[src/rtl/core/rv64_control_transfer_emulator_macros.svh]
// Assertion macros shared by the control transfer emulator RTL.
`ifndef RV64_CONTROL_TRANSFER_EMULATOR_MACROS_SVH
`define RV64_CONTROL_TRANSFER_EMULATOR_MACROS_SVH
`ifndef SYNTHESIS
// Checks a property on every clock edge outside reset.
`define RVCTE_ASSERT(label, prop) \
    label: assert property (@(posedge clk) disable iff (!rst_n) (prop)) \
        else $error("rvcte assertion failed");
// Checks a property whenever the enabling condition holds outside reset.
`define RVCTE_ASSERT_WHEN(label, cond, prop) \
    label: assert property (@(posedge clk) disable iff (!rst_n) (cond) |-> (prop)) \
        else $error("rvcte assertion failed");
`else
`define RVCTE_ASSERT(label, prop)
`define RVCTE_ASSERT_WHEN(label, cond, prop)
`endif
`endif

[src/rtl/core/rvcte_pkg.sv]
// Shared types, opcodes and decode function of the control transfer emulator.
package rvcte_pkg;

    // Width of the address and register fields on the ports.
    localparam int unsigned DATA_W = 64;
    localparam int unsigned XLEN_DEFAULT = 64;

    // Result kinds.
    typedef enum logic [3:0] {
        K_OTHER  = 4'd0,
        K_EBREAK = 4'd1,
        K_AUIPC  = 4'd2,
        K_JAL    = 4'd3,
        K_JALR   = 4'd4,
        K_BRANCH = 4'd5,
        K_CJ     = 4'd6,
        K_CBEQZ  = 4'd7,
        K_CBNEZ  = 4'd8,
        K_CJR    = 4'd9,
        K_CJALR  = 4'd10
    } kind_t;

    // Instruction encodings.
    localparam logic [31:0] EBREAK_WORD  = 32'h0010_0073;
    localparam logic [15:0] C_EBREAK_HW  = 16'h9002;
    localparam logic [6:0]  OP_AUIPC     = 7'h17;
    localparam logic [6:0]  OP_JAL       = 7'h6f;
    localparam logic [6:0]  OP_JALR      = 7'h67;
    localparam logic [6:0]  OP_BRANCH    = 7'h63;
    localparam logic [1:0]  OP_WIDE      = 2'b11;
    localparam logic [1:0]  C_OP_Q1      = 2'b01;
    localparam logic [1:0]  C_OP_Q2      = 2'b10;
    localparam logic [2:0]  C_F3_J       = 3'd5;
    localparam logic [2:0]  C_F3_BEQZ    = 3'd6;
    localparam logic [2:0]  C_F3_BNEZ    = 3'd7;
    localparam logic [2:0]  C_F3_JR      = 3'd4;

    // Branch conditions.
    localparam logic [2:0]  F3_BEQ  = 3'd0;
    localparam logic [2:0]  F3_BNE  = 3'd1;
    localparam logic [2:0]  F3_BLT  = 3'd4;
    localparam logic [2:0]  F3_BGE  = 3'd5;
    localparam logic [2:0]  F3_BLTU = 3'd6;
    localparam logic [2:0]  F3_BGEU = 3'd7;

    // Register numbers and lengths.
    localparam logic [4:0]  REG_ZERO = 5'd0;
    localparam logic [4:0]  REG_RA   = 5'd1;
    localparam logic [2:0]  LEN_WIDE = 3'd4;
    localparam logic [2:0]  LEN_COMP = 3'd2;

    // Control carried out of the decode stage.
    typedef struct packed {
        kind_t      kind;
        logic       wide;
        logic [4:0] rd;
        logic       wr;
        logic [2:0] funct3;
        logic       base_rs1;
    } dec_ctrl_t;

    // Control carried out of the execute stage.
    typedef struct packed {
        kind_t      kind;
        logic       wide;
        logic [4:0] rd;
        logic       wr;
        logic       taken;
    } exe_ctrl_t;

    // Classifies an instruction word.
    function automatic kind_t kind_of(logic [31:0] w);
        logic [15:0] h;
        kind_t       k;
        h = w[15:0];
        k = K_OTHER;
        if (w[1:0] == OP_WIDE) begin
            if (w == EBREAK_WORD) begin
                k = K_EBREAK;
            end
            else begin
                case (w[6:0])
                    OP_AUIPC:  k = K_AUIPC;
                    OP_JAL:    k = K_JAL;
                    OP_JALR:   k = K_JALR;
                    OP_BRANCH: k = K_BRANCH;
                    default:   k = K_OTHER;
                endcase
            end
        end
        else if (h == C_EBREAK_HW) begin
            k = K_EBREAK;
        end
        else if (h[1:0] == C_OP_Q1) begin
            case (h[15:13])
                C_F3_J:    k = K_CJ;
                C_F3_BEQZ: k = K_CBEQZ;
                C_F3_BNEZ: k = K_CBNEZ;
                default:   k = K_OTHER;
            endcase
        end
        else if (h[1:0] == C_OP_Q2 && h[15:13] == C_F3_JR
                 && h[6:2] == REG_ZERO && h[11:7] != REG_ZERO) begin
            k = h[12] ? K_CJALR : K_CJR;
        end
        return k;
    endfunction

endpackage

[src/rtl/core/rvcte_decode.sv]
// First pipeline stage: classification, immediate assembly and operand capture.
module rvcte_decode #(
    parameter int unsigned XLEN = rvcte_pkg::XLEN_DEFAULT
) (
    input  logic                  clk,
    input  logic                  rst_n,
    input  logic                  en,
    input  logic                  valid_in,
    input  logic [31:0]           instruction,
    input  logic [XLEN-1:0]       pc_in,
    input  logic [XLEN-1:0]       a_in,
    input  logic [XLEN-1:0]       b_in,
    output logic                  valid_reg,
    output rvcte_pkg::dec_ctrl_t  ctrl_reg,
    output logic [XLEN-1:0]       pc_reg,
    output logic [XLEN-1:0]       a_reg,
    output logic [XLEN-1:0]       b_reg,
    output logic [XLEN-1:0]       imm_reg
);

    rvcte_pkg::kind_t     kind;
    rvcte_pkg::dec_ctrl_t ctrl_next;
    logic [XLEN-1:0]      imm_next;
    logic [4:0]           rd_raw;
    logic                 wr_raw;
    logic [31:0]          w;
    logic [20:0]          imm_j;
    logic [12:0]          imm_b;
    logic [11:0]          imm_cj;
    logic [8:0]           imm_cb;

    assign w    = instruction;
    assign kind = rvcte_pkg::kind_of(w);

    // Immediate fields of each format, before sign extension.
    assign imm_j  = {w[31], w[19:12], w[20], w[30:21], 1'b0};
    assign imm_b  = {w[31], w[7], w[30:25], w[11:8], 1'b0};
    assign imm_cj = {w[12], w[8], w[10:9], w[6], w[7], w[2], w[11], w[5:3], 1'b0};
    assign imm_cb = {w[12], w[6:5], w[2], w[11:10], w[4:3], 1'b0};

    // Immediate selection and destination decode by kind.
    always_comb
    begin
        imm_next = '0;
        rd_raw   = w[11:7];
        wr_raw   = 1'b0;
        case (kind)
            rvcte_pkg::K_AUIPC:
            begin
                imm_next = {{(XLEN-32){w[31]}}, w[31:12], 12'h000};
                wr_raw   = 1'b1;
            end
            rvcte_pkg::K_JAL:
            begin
                imm_next = {{(XLEN-21){imm_j[20]}}, imm_j};
                wr_raw   = 1'b1;
            end
            rvcte_pkg::K_JALR:
            begin
                imm_next = {{(XLEN-12){w[31]}}, w[31:20]};
                wr_raw   = 1'b1;
            end
            rvcte_pkg::K_BRANCH:
            begin
                imm_next = {{(XLEN-13){imm_b[12]}}, imm_b};
            end
            rvcte_pkg::K_CJ:
            begin
                imm_next = {{(XLEN-12){imm_cj[11]}}, imm_cj};
            end
            rvcte_pkg::K_CBEQZ, rvcte_pkg::K_CBNEZ:
            begin
                imm_next = {{(XLEN-9){imm_cb[8]}}, imm_cb};
            end
            rvcte_pkg::K_CJALR:
            begin
                rd_raw = rvcte_pkg::REG_RA;
                wr_raw = 1'b1;
            end
            default:
            begin
                imm_next = '0;
            end
        endcase
    end

    // Pack the control word; a write to x0 is dropped here.
    always_comb
    begin
        ctrl_next.kind     = kind;
        ctrl_next.wide     = (w[1:0] == rvcte_pkg::OP_WIDE);
        ctrl_next.wr       = wr_raw && (rd_raw != rvcte_pkg::REG_ZERO);
        ctrl_next.rd       = ctrl_next.wr ? rd_raw : rvcte_pkg::REG_ZERO;
        ctrl_next.funct3   = w[14:12];
        ctrl_next.base_rs1 = (kind inside {rvcte_pkg::K_JALR, rvcte_pkg::K_CJR,
                                           rvcte_pkg::K_CJALR});
    end

    // Stage valid bit.
    always_ff @(posedge clk or negedge rst_n)
    begin
        if (!rst_n) begin
            valid_reg <= 1'b0;
        end
        else if (en) begin
            valid_reg <= valid_in;
        end
    end

    // Stage payload.
    always_ff @(posedge clk)
    begin
        if (en) begin
            ctrl_reg <= ctrl_next;
            pc_reg   <= pc_in;
            a_reg    <= a_in;
            b_reg    <= b_in;
            imm_reg  <= imm_next;
        end
    end

endmodule

[src/rtl/core/rvcte_execute.sv]
// Second pipeline stage: target and link adders and the branch compare.
module rvcte_execute #(
    parameter int unsigned XLEN = rvcte_pkg::XLEN_DEFAULT
) (
    input  logic                  clk,
    input  logic                  rst_n,
    input  logic                  en,
    input  logic                  valid_in,
    input  rvcte_pkg::dec_ctrl_t  ctrl_in,
    input  logic [XLEN-1:0]       pc_in,
    input  logic [XLEN-1:0]       a_in,
    input  logic [XLEN-1:0]       b_in,
    input  logic [XLEN-1:0]       imm_in,
    output logic                  valid_reg,
    output rvcte_pkg::exe_ctrl_t  ctrl_reg,
    output logic [XLEN-1:0]       target_reg,
    output logic [XLEN-1:0]       link_reg
);

    logic [XLEN-1:0]      base;
    logic [XLEN-1:0]      target_next;
    logic [XLEN-1:0]      link_next;
    logic [XLEN-1:0]      step;
    logic                 cond;
    logic                 taken_next;
    rvcte_pkg::exe_ctrl_t ctrl_next;

    // Target is base plus immediate; link is pc plus the length.
    assign base        = ctrl_in.base_rs1 ? a_in : pc_in;
    assign target_next = base + imm_in;
    assign step        = XLEN'(ctrl_in.wide ? rvcte_pkg::LEN_WIDE : rvcte_pkg::LEN_COMP);
    assign link_next   = pc_in + step;

    // Branch condition; the two unused funct3 codes never take.
    always_comb
    begin
        case (ctrl_in.funct3)
            rvcte_pkg::F3_BEQ:  cond = (a_in == b_in);
            rvcte_pkg::F3_BNE:  cond = (a_in != b_in);
            rvcte_pkg::F3_BLT:  cond = ($signed(a_in) < $signed(b_in));
            rvcte_pkg::F3_BGE:  cond = ($signed(a_in) >= $signed(b_in));
            rvcte_pkg::F3_BLTU: cond = (a_in < b_in);
            rvcte_pkg::F3_BGEU: cond = (a_in >= b_in);
            default:            cond = 1'b0;
        endcase
    end

    // Taken decision by kind.
    always_comb
    begin
        case (ctrl_in.kind)
            rvcte_pkg::K_BRANCH: taken_next = cond;
            rvcte_pkg::K_CBEQZ:  taken_next = (a_in == '0);
            rvcte_pkg::K_CBNEZ:  taken_next = (a_in != '0);
            default:             taken_next = 1'b0;
        endcase
    end

    always_comb
    begin
        ctrl_next.kind  = ctrl_in.kind;
        ctrl_next.wide  = ctrl_in.wide;
        ctrl_next.rd    = ctrl_in.rd;
        ctrl_next.wr    = ctrl_in.wr;
        ctrl_next.taken = taken_next;
    end

    // Stage valid bit.
    always_ff @(posedge clk or negedge rst_n)
    begin
        if (!rst_n) begin
            valid_reg <= 1'b0;
        end
        else if (en) begin
            valid_reg <= valid_in;
        end
    end

    // Stage payload.
    always_ff @(posedge clk)
    begin
        if (en) begin
            ctrl_reg   <= ctrl_next;
            target_reg <= target_next;
            link_reg   <= link_next;
        end
    end

endmodule

[src/rtl/core/rvcte_retire.sv]
// Third pipeline stage: next pc and register write selection into the output register.
module rvcte_retire #(
    parameter int unsigned XLEN = rvcte_pkg::XLEN_DEFAULT
) (
    input  logic                  clk,
    input  logic                  rst_n,
    input  logic                  en,
    input  logic                  valid_in,
    input  rvcte_pkg::exe_ctrl_t  ctrl_in,
    input  logic [XLEN-1:0]       target_in,
    input  logic [XLEN-1:0]       link_in,
    output logic                  valid_reg,
    output rvcte_pkg::kind_t      kind_reg,
    output logic [2:0]            len_reg,
    output logic [XLEN-1:0]       npc_reg,
    output logic                  taken_reg,
    output logic                  wr_reg,
    output logic [4:0]            rd_reg,
    output logic [XLEN-1:0]       rval_reg
);

    logic [XLEN-1:0] npc_next;
    logic [XLEN-1:0] rval_next;

    // Next pc by kind; register jumps clear bit 0 of the target.
    always_comb
    begin
        case (ctrl_in.kind)
            rvcte_pkg::K_JAL, rvcte_pkg::K_CJ:
                npc_next = target_in;
            rvcte_pkg::K_JALR, rvcte_pkg::K_CJR, rvcte_pkg::K_CJALR:
                npc_next = {target_in[XLEN-1:1], 1'b0};
            rvcte_pkg::K_BRANCH, rvcte_pkg::K_CBEQZ, rvcte_pkg::K_CBNEZ:
                npc_next = ctrl_in.taken ? target_in : link_in;
            default:
                npc_next = link_in;
        endcase
    end

    // Written value: zero without a write, pc plus immediate for auipc, otherwise the link address.
    always_comb
    begin
        if (!ctrl_in.wr) begin
            rval_next = '0;
        end
        else if (ctrl_in.kind == rvcte_pkg::K_AUIPC) begin
            rval_next = target_in;
        end
        else begin
            rval_next = link_in;
        end
    end

    // Output valid bit.
    always_ff @(posedge clk or negedge rst_n)
    begin
        if (!rst_n) begin
            valid_reg <= 1'b0;
        end
        else if (en) begin
            valid_reg <= valid_in;
        end
    end

    // Output payload.
    always_ff @(posedge clk)
    begin
        if (en) begin
            kind_reg  <= ctrl_in.kind;
            len_reg   <= ctrl_in.wide ? rvcte_pkg::LEN_WIDE : rvcte_pkg::LEN_COMP;
            npc_reg   <= npc_next;
            taken_reg <= ctrl_in.taken;
            wr_reg    <= ctrl_in.wr;
            rd_reg    <= ctrl_in.rd;
            rval_reg  <= rval_next;
        end
    end

endmodule

[src/rtl/core/rv64_control_transfer_emulator.sv]
// Top level of the RISC-V branch and jump emulation pipeline.
//
// Takes one instruction item per cycle, unless in_stall is high, through three
// register stages: decode, then the target and link adders with the branch
// compare, then next-pc and write selection into the output register. The
// result item shows on the outputs from the retire register and leaves once
// out_stall is low. All address arithmetic and signed compares are done at
// XLEN bits; the 64-bit ports carry the low XLEN bits and zero above. Each
// stage holds its item while the stage behind it is full and stalled, so
// in_stall follows out_stall back through the three valid bits in the same
// cycle, and a full pipeline keeps streaming one item per cycle as long as
// out_stall stays low.
`include "rv64_control_transfer_emulator_macros.svh"

module rv64_control_transfer_emulator #(
    parameter int unsigned XLEN = rvcte_pkg::XLEN_DEFAULT
) (
    input  logic        clk,
    input  logic        rst_n,
    input  logic        in_valid,
    output logic        in_stall,
    input  logic [31:0] instruction,
    input  logic [63:0] pc,
    input  logic [63:0] rs1_value,
    input  logic [63:0] rs2_value,
    output logic        out_valid,
    input  logic        out_stall,
    output logic [3:0]  kind,
    output logic [2:0]  inst_len,
    output logic [63:0] next_pc,
    output logic        branch_taken,
    output logic        reg_write,
    output logic [4:0]  reg_index,
    output logic [63:0] reg_value
);

    localparam int unsigned DW = rvcte_pkg::DATA_W;

    logic                 v1_reg;
    logic                 v2_reg;
    logic                 v3_reg;
    logic                 adv1;
    logic                 adv2;
    logic                 adv3;
    rvcte_pkg::dec_ctrl_t dctrl_reg;
    rvcte_pkg::exe_ctrl_t ectrl_reg;
    logic [XLEN-1:0]      pc1_reg;
    logic [XLEN-1:0]      a1_reg;
    logic [XLEN-1:0]      b1_reg;
    logic [XLEN-1:0]      imm1_reg;
    logic [XLEN-1:0]      target2_reg;
    logic [XLEN-1:0]      link2_reg;
    rvcte_pkg::kind_t     kind_reg;
    logic [2:0]           len_reg;
    logic [XLEN-1:0]      npc_reg;
    logic                 taken_reg;
    logic                 wr_reg;
    logic [4:0]           rd_reg;
    logic [XLEN-1:0]      rval_reg;

    // A stage moves when it is empty or the stage behind it moves.
    assign adv3     = !v3_reg || !out_stall;
    assign adv2     = !v2_reg || adv3;
    assign adv1     = !v1_reg || adv2;
    assign in_stall = !adv1;

    rvcte_decode #(
        .XLEN (XLEN)
    ) u_decode (
        .clk         (clk),
        .rst_n       (rst_n),
        .en          (adv1),
        .valid_in    (in_valid),
        .instruction (instruction),
        .pc_in       (pc[XLEN-1:0]),
        .a_in        (rs1_value[XLEN-1:0]),
        .b_in        (rs2_value[XLEN-1:0]),
        .valid_reg   (v1_reg),
        .ctrl_reg    (dctrl_reg),
        .pc_reg      (pc1_reg),
        .a_reg       (a1_reg),
        .b_reg       (b1_reg),
        .imm_reg     (imm1_reg)
    );

    rvcte_execute #(
        .XLEN (XLEN)
    ) u_execute (
        .clk        (clk),
        .rst_n      (rst_n),
        .en         (adv2),
        .valid_in   (v1_reg),
        .ctrl_in    (dctrl_reg),
        .pc_in      (pc1_reg),
        .a_in       (a1_reg),
        .b_in       (b1_reg),
        .imm_in     (imm1_reg),
        .valid_reg  (v2_reg),
        .ctrl_reg   (ectrl_reg),
        .target_reg (target2_reg),
        .link_reg   (link2_reg)
    );

    rvcte_retire #(
        .XLEN (XLEN)
    ) u_retire (
        .clk       (clk),
        .rst_n     (rst_n),
        .en        (adv3),
        .valid_in  (v2_reg),
        .ctrl_in   (ectrl_reg),
        .target_in (target2_reg),
        .link_in   (link2_reg),
        .valid_reg (v3_reg),
        .kind_reg  (kind_reg),
        .len_reg   (len_reg),
        .npc_reg   (npc_reg),
        .taken_reg (taken_reg),
        .wr_reg    (wr_reg),
        .rd_reg    (rd_reg),
        .rval_reg  (rval_reg)
    );

    // Result ports, widened to the port width.
    assign out_valid    = v3_reg;
    assign kind         = kind_reg;
    assign inst_len     = len_reg;
    assign next_pc      = DW'(npc_reg);
    assign branch_taken = taken_reg;
    assign reg_write    = wr_reg;
    assign reg_index    = rd_reg;
    assign reg_value    = DW'(rval_reg);

    // The input side only stalls when the decode stage holds an item.
    `RVCTE_ASSERT_WHEN(a_stall_needs_item, in_stall, v1_reg)
    // A register write never targets x0.
    `RVCTE_ASSERT_WHEN(a_no_x0_write, out_valid && reg_write, reg_index != rvcte_pkg::REG_ZERO)
    // Without a write, the index and value read as zero.
    `RVCTE_ASSERT_WHEN(a_idle_write_zero, out_valid && !reg_write,
        reg_index == rvcte_pkg::REG_ZERO && reg_value == '0)
    // Only conditional branches report taken.
    `RVCTE_ASSERT_WHEN(a_taken_kind, out_valid && branch_taken,
        kind == rvcte_pkg::K_BRANCH || kind == rvcte_pkg::K_CBEQZ
        || kind == rvcte_pkg::K_CBNEZ)
    // Compressed control transfers are two bytes long.
    `RVCTE_ASSERT_WHEN(a_compressed_len,
        out_valid && (kind == rvcte_pkg::K_CJ || kind == rvcte_pkg::K_CJR
        || kind == rvcte_pkg::K_CJALR || kind == rvcte_pkg::K_CBEQZ
        || kind == rvcte_pkg::K_CBNEZ),
        inst_len == rvcte_pkg::LEN_COMP)

endmodule

[config.mk]
export PLATFORM = sky130hd
export DESIGN_NAME = rv64_control_transfer_emulator
export DESIGN_NICKNAME = d
export VERILOG_FILES = /design/src/rtl/core/rvcte_pkg.sv /design/src/rtl/core/rvcte_decode.sv /design/src/rtl/core/rvcte_execute.sv /design/src/rtl/core/rvcte_retire.sv /design/src/rtl/core/rv64_control_transfer_emulator.sv
export VERILOG_INCLUDE_DIRS = /design/src /design/src/rtl/core
export SDC_FILE = /design/constraint.sdc
export NUM_CORES = 1
export LEC_CHECK = 0
export BUFFER_PORTS_ARGS = -buffer_cell sky130_fd_sc_hd__buf_4
export CAP_MARGIN = 15
export CORE_ASPECT_RATIO = 1.75
export CORE_MARGIN = 2
export CORE_UTILIZATION = 50
export CTS_CLUSTER_DIAMETER = 80
export DETAILED_ROUTE_END_ITERATION = 12
export PLACE_DENSITY = 0.71
export SLEW_MARGIN = 20
export SYNTH_ARGS = -nofsm -noshare
export SYNTH_HDL_FRONTEND = slang
export SYNTH_SLANG_ARGS = --single-unit
[constraint.sdc]
create_clock -name clk -period 12.6 [get_ports clk]
set_input_delay 1.89 -clock clk [delete_from_list [all_inputs] [get_ports clk]]
set_output_delay 1.89 -clock clk [all_outputs]
set_load 0.05 [all_outputs]
Word level (Yosys, flattened, before mapping)
Cells that the tools add are included.

storage, ports and cells
  register bits after elaboration = 556
  input port bits = 228
  word-level logic and storage cells = 117

cells by class
  add/sub/neg operators = 2
  order comparisons = 4
  eq/ne operators = 41
  mux-type cells = 19
  reductions and logical operators = 24

operator list
  cell                                              number
  one-hot mux 64 bit (6 select lines)               1
  2-to-1 mux 64 bit                                 3
  one-hot mux 64 bit (3 select lines)               1
  adder 64 bit                                      2
  greater-or-equal comparator 64 bit                2
  less-than comparator 64 bit                       2
  == test 64 bit                                    1
  zero test 64 bit                                  1
  inequality test 64 bit                            1
  nonzero test 64 bit                               1
  == test 4 x 3 -> 1 bit (second input constant)    10
  == test 32 x 21 -> 1 bit (second input constant)  1
  == test 4 bit (second input constant)             7
  == test 3 bit (second input constant)             8
  == test 7 bit (second input constant)             3
  2-to-1 mux 4 bit                                  5
  == test 16 bit (second input constant)            1
  == test 4 x 2 -> 1 bit (second input constant)    4
  one-hot mux 3 bit (4 select lines)                1
  one-hot mux 4 bit (3 select lines)                1
  nonzero test 5 bit                                2
  == test 7 x 5 -> 1 bit (second input constant)    1
  2-to-1 mux 3 bit                                  2
  one-hot mux 1 bit (6 select lines)                1
  other kinds (16)                                  28

Depth between registers and ports, before layout
  depth in word-level cells = 12
  mapped depth = 17
  gate-level depth less buffers = 15

By module
Synthesis repeated with hierarchy kept, for this count alone.

second synthesis, totals
  cells, all modules = 2,064
  area, all modules = 26,743.1 sq um

modules (own cells, without submodules)
  module                          times used  cells each  area an instance (sq um)  seq. area each (sq um)
  rvcte_execute                   1           1,206       11,898.9                  4,229.1
  rvcte_decode                    1           409         8,371.8                   7,201.9
  rvcte_retire                    1           445         6,448.7                   4,259.1
  rv64_control_transfer_emulator  1           4           23.8                      0.0

Worst setup path after synthesis
OpenSTA, ideal clock, no wires.

  path kind = input port to output port
  start point = input out_stall
  end point = output in_stall
  arrival = 11.862 ns
  data required time = 10.710 ns
  slack = -1.152 ns
  stages on the path = 2
  buffers on the path = 0
  path through = nand4_1 -> inv_1

between the ends
  cells in the longest elaborated chain, start to end = 5

RTL lines
  element           line                                  text
  from (decl)       rv64_control_transfer_emulator.sv:27  input logic out_stall,
  zero test 1 bit   rv64_control_transfer_emulator.sv:62  assign adv3 = !v3_reg || !out_stall;
  logical OR 1 bit  rv64_control_transfer_emulator.sv:62
  logical OR 1 bit  rv64_control_transfer_emulator.sv:63  assign adv2 = !v2_reg || adv3;
  logical OR 1 bit  rv64_control_transfer_emulator.sv:64  assign adv1 = !v1_reg || adv2;
  zero test 1 bit   rv64_control_transfer_emulator.sv:65  assign in_stall = !adv1;
  to (decl)         rv64_control_transfer_emulator.sv:21  output logic in_stall,

No other way between the ends.

Final worst setup path
Same ends and word-level chain as after synthesis.

==> impl_metrics.env <==
export IMPL_power_internal_uw=3730
export IMPL_hpwl_mm=58.2
export IMPL_post_route_drc_count=0
export IMPL_async_flop_share_pct=0.574
export IMPL_cts_tree="built"
export IMPL_synthMuxAreaShare_pct=5.58
export IMPL_yosys_warnings=0
export IMPL_power_leakage_uw=0.0129
export IMPL_grt_first_pass_wirelength_mm=111
export IMPL_skew_ns=0.0267
export IMPL_yosys_area_share_simple_pct=9.45
export IMPL_die_h_um=303
export IMPL_dr_pass1_iters=5
export IMPL_drt_initial_drc_count=1170
export IMPL_syn_nets=2300
export IMPL_fin_setup_tns_ns=0
export IMPL_syn_inst=1941
export IMPL_std_cell_rows=109
export IMPL_h_tree_depth=2
export IMPL_drive_above_1_share_pct=26.8
export IMPL_setup_viol=0
export IMPL_ir_worst_vdd_v=0.000134
export IMPL_required_ns=10.71
export IMPL_cts_hold_buf=0
export IMPL_vias_per_cell=5.76
export IMPL_maxCapViolCount=0
export IMPL_synth_area_sq_um=25600
export IMPL_cts_buffer_depth=3
export IMPL_combPwrFrac_pct=23.6
export IMPL_avgSynthCellArea_sq_um=13.2
export IMPL_clkLatencyLatePin_ns=0.59
export IMPL_grt_usage_pct=28.4
export IMPL_final_util_pct=61.2
export IMPL_core_area_sq_um=50600
export IMPL_nets=2677
export IMPL_start_kind="input port"
export IMPL_seq_area_frac_synth_pct=61.3
export IMPL_finalMaxSlewViolations=0
export IMPL_cts_clk_slew_worst_paths_ns=0.06
export IMPL_synth_cell_types=87
export IMPL_cp_data_arrival_time_ns=2.81
export IMPL_p_total_uw=5380
export IMPL_cts_buffers=48
export IMPL_final_cells=3026
export IMPL_die_area_sq_um=53100
export IMPL_wire_per_inst_um=25.2
export IMPL_seq_power_share_pct=45.2
export IMPL_tightestPinTransition_ns=0.949
export IMPL_grt_antenna_before_repair=3
export IMPL_postCtsSetupRepairBufs=0
export IMPL_grt_pass1_vias=18100
export IMPL_synth_top_family_by_area="compound AO/OA/AOI/OAI gates"
export IMPL_fp_dieW_um=175
export IMPL_vias=17400
export IMPL_fin_crit_sh_pct=37.3
export IMPL_synthAdderAreaFrac_pct=6.47
export IMPL_p_clk_share_pct=31.2
export IMPL_finalHoldViolations=0
export IMPL_synth_xor_area_share_pct=4.28
export IMPL_status="completed"
export IMPL_routed_wl_mm=76.3
export IMPL_layout_common_cells="edfxtp_1 (520), buf_4 (384), nand2_1 (218)"
export IMPL_initial_core_util_pct=50.6
export IMPL_root_buffer="clkbuf_16"
export IMPL_crit_path_end_kind="output port"
export IMPL_finalCriticalPeriod_ns=4.70
export IMPL_synth_main_ff_cell="edfxtp_1"
export IMPL_path_class="input port to output port"
export IMPL_max_slew_margin_rel_pct=36.8
export IMPL_io_buffers=370
export IMPL_area_delta_synth_final_pct=21.0
export IMPL_synth_compound_area_share_pct=10.5
export IMPL_switching_share_pct=30.8
export IMPL_p_sw_uw=1660
export IMPL_final_common_cell="edfxtp_1"
export IMPL_gp_congestion=1.00
export IMPL_top_level_ports=372
export IMPL_clock_sinks=523
export IMPL_place_inst=2934
export IMPL_synth_edf_count=520
export IMPL_grt_start_max_net_pins=158
export IMPL_fmaxAchievable_ghz=0.213
export IMPL_hp_class="register to register"
export IMPL_overflow=0
export IMPL_ys_seq_elements=523
export IMPL_rsz0062_at_grt="false"
export IMPL_powerDensity_nw_per_um2=174
export IMPL_ant_nets=0
export IMPL_crit_fanout=3
export IMPL_cts_resized=0
[stage by stage]
step                      setup WS (ns)  area, sq um  hold slack (ns)
after floorplan                   -1.15        25600            0.400
after global placement             7.93        29100            0.406
after detailed placement           7.90        29100            0.408
after CTS                          7.89        30900            0.425
after global routing               7.74        30900            0.431
final                              7.90        30900            0.426
[cells in the mapped netlist, types with 30 or more instances]
| master | instances | share of area, % |
|---|---|---|
| nor2_1 | 57 | 0.84 |
| a21boi_0 | 65 | 1.9 |
| xor2_1 | 42 | 1.4 |
| nand2_1 | 219 | 3.2 |
| a21oi_1 | 89 | 1.7 |
| o21ai_0 | 42 | 0.82 |
| edfxtp_1 | 520 | 61 |
| xnor2_1 | 83 | 2.8 |
| mux2_2 | 124 | 5.5 |
| inv_1 | 99 | 1.5 |
| ha_1 | 129 | 6.3 |
| nand4_1 | 47 | 1.1 |
| a21o_1 | 90 | 2.6 |
| clkbuf_1 | 45 | 0.66 |
| nand3_1 | 30 | 0.59 |
[power groups by stage]
stage,registers (uW),clock network (uW),logic (uW)
floorplan,2700,0,572
global placement,2460,0,1250
detailed placement,2470,0,1260
CTS,2430,1700,1270
global route,2450,1760,1350
finish,2430,1680,1270
[cells by family (layout without fill, tap and decap cells)]
| logic type | after synthesis | count (layout) |
|---|---|---|
| and+or+nand+nor | 489 | 489 |
| xor gates and xnor gates | 125 | 125 |
| AOI/OAI and AO/OA | 388 | 388 |
| other | 1 | 5 |
| adders and majority gates | 131 | 131 |
| buffers and inverters | 157 | 572 |
| muxes | 127 | 127 |
| DFF | 523 | 523 |
[layout make-up]
type / count / area, sq um
fill: 3953 / 19600
sequential: 523 / 15700
clock inverter: 37 / 606
tap: 666 / 833
multi-input combinational: 1261 / 9320
timing repair buffer: 385 / 2900
clock buffer: 51 / 1210
inverter: 99 / 372
antenna: 4 / 10.0
[critical path: stages]
cell and delay, ns:
buf_4 0.12, nand4_1 0.36, inv_1 0.17, buf_4 0.26
[worst paths after layout]
path / endpoint / cells past startpoint / slack, ns / start
worst min-delay path: u_execute.ctrl_reg[5] / 0 / 0.43 / u_decode.ctrl_reg[8]
min in group asynchronous: u_retire.valid_reg / 1 / 1.09 / rst_n
max in group asynchronous: u_decode.valid_reg / 1 / 11.42 / rst_n
worst min register to register: u_execute.ctrl_reg[5] / 0 / 0.43 / u_decode.ctrl_reg[8]
worst max-delay path: in_stall / 4 / 7.90 / out_stall
worst max register to register: u_execute.target_reg[61] / 14 / 8.02 / u_decode.ctrl_reg[0]
[metal layers]
metal / up-vias / track usage (%) / share of wire [%]
met4: 2 / 14.9 / 5.6
met1: 8592 / 30.7 / 36
met3: 171 / 3.44 / 4.6
met2: 651 / 53.9 / 54
li1: 8027 / - / -
met5: - / 0 / 0.017
Power figures use the tool's default switching activity.
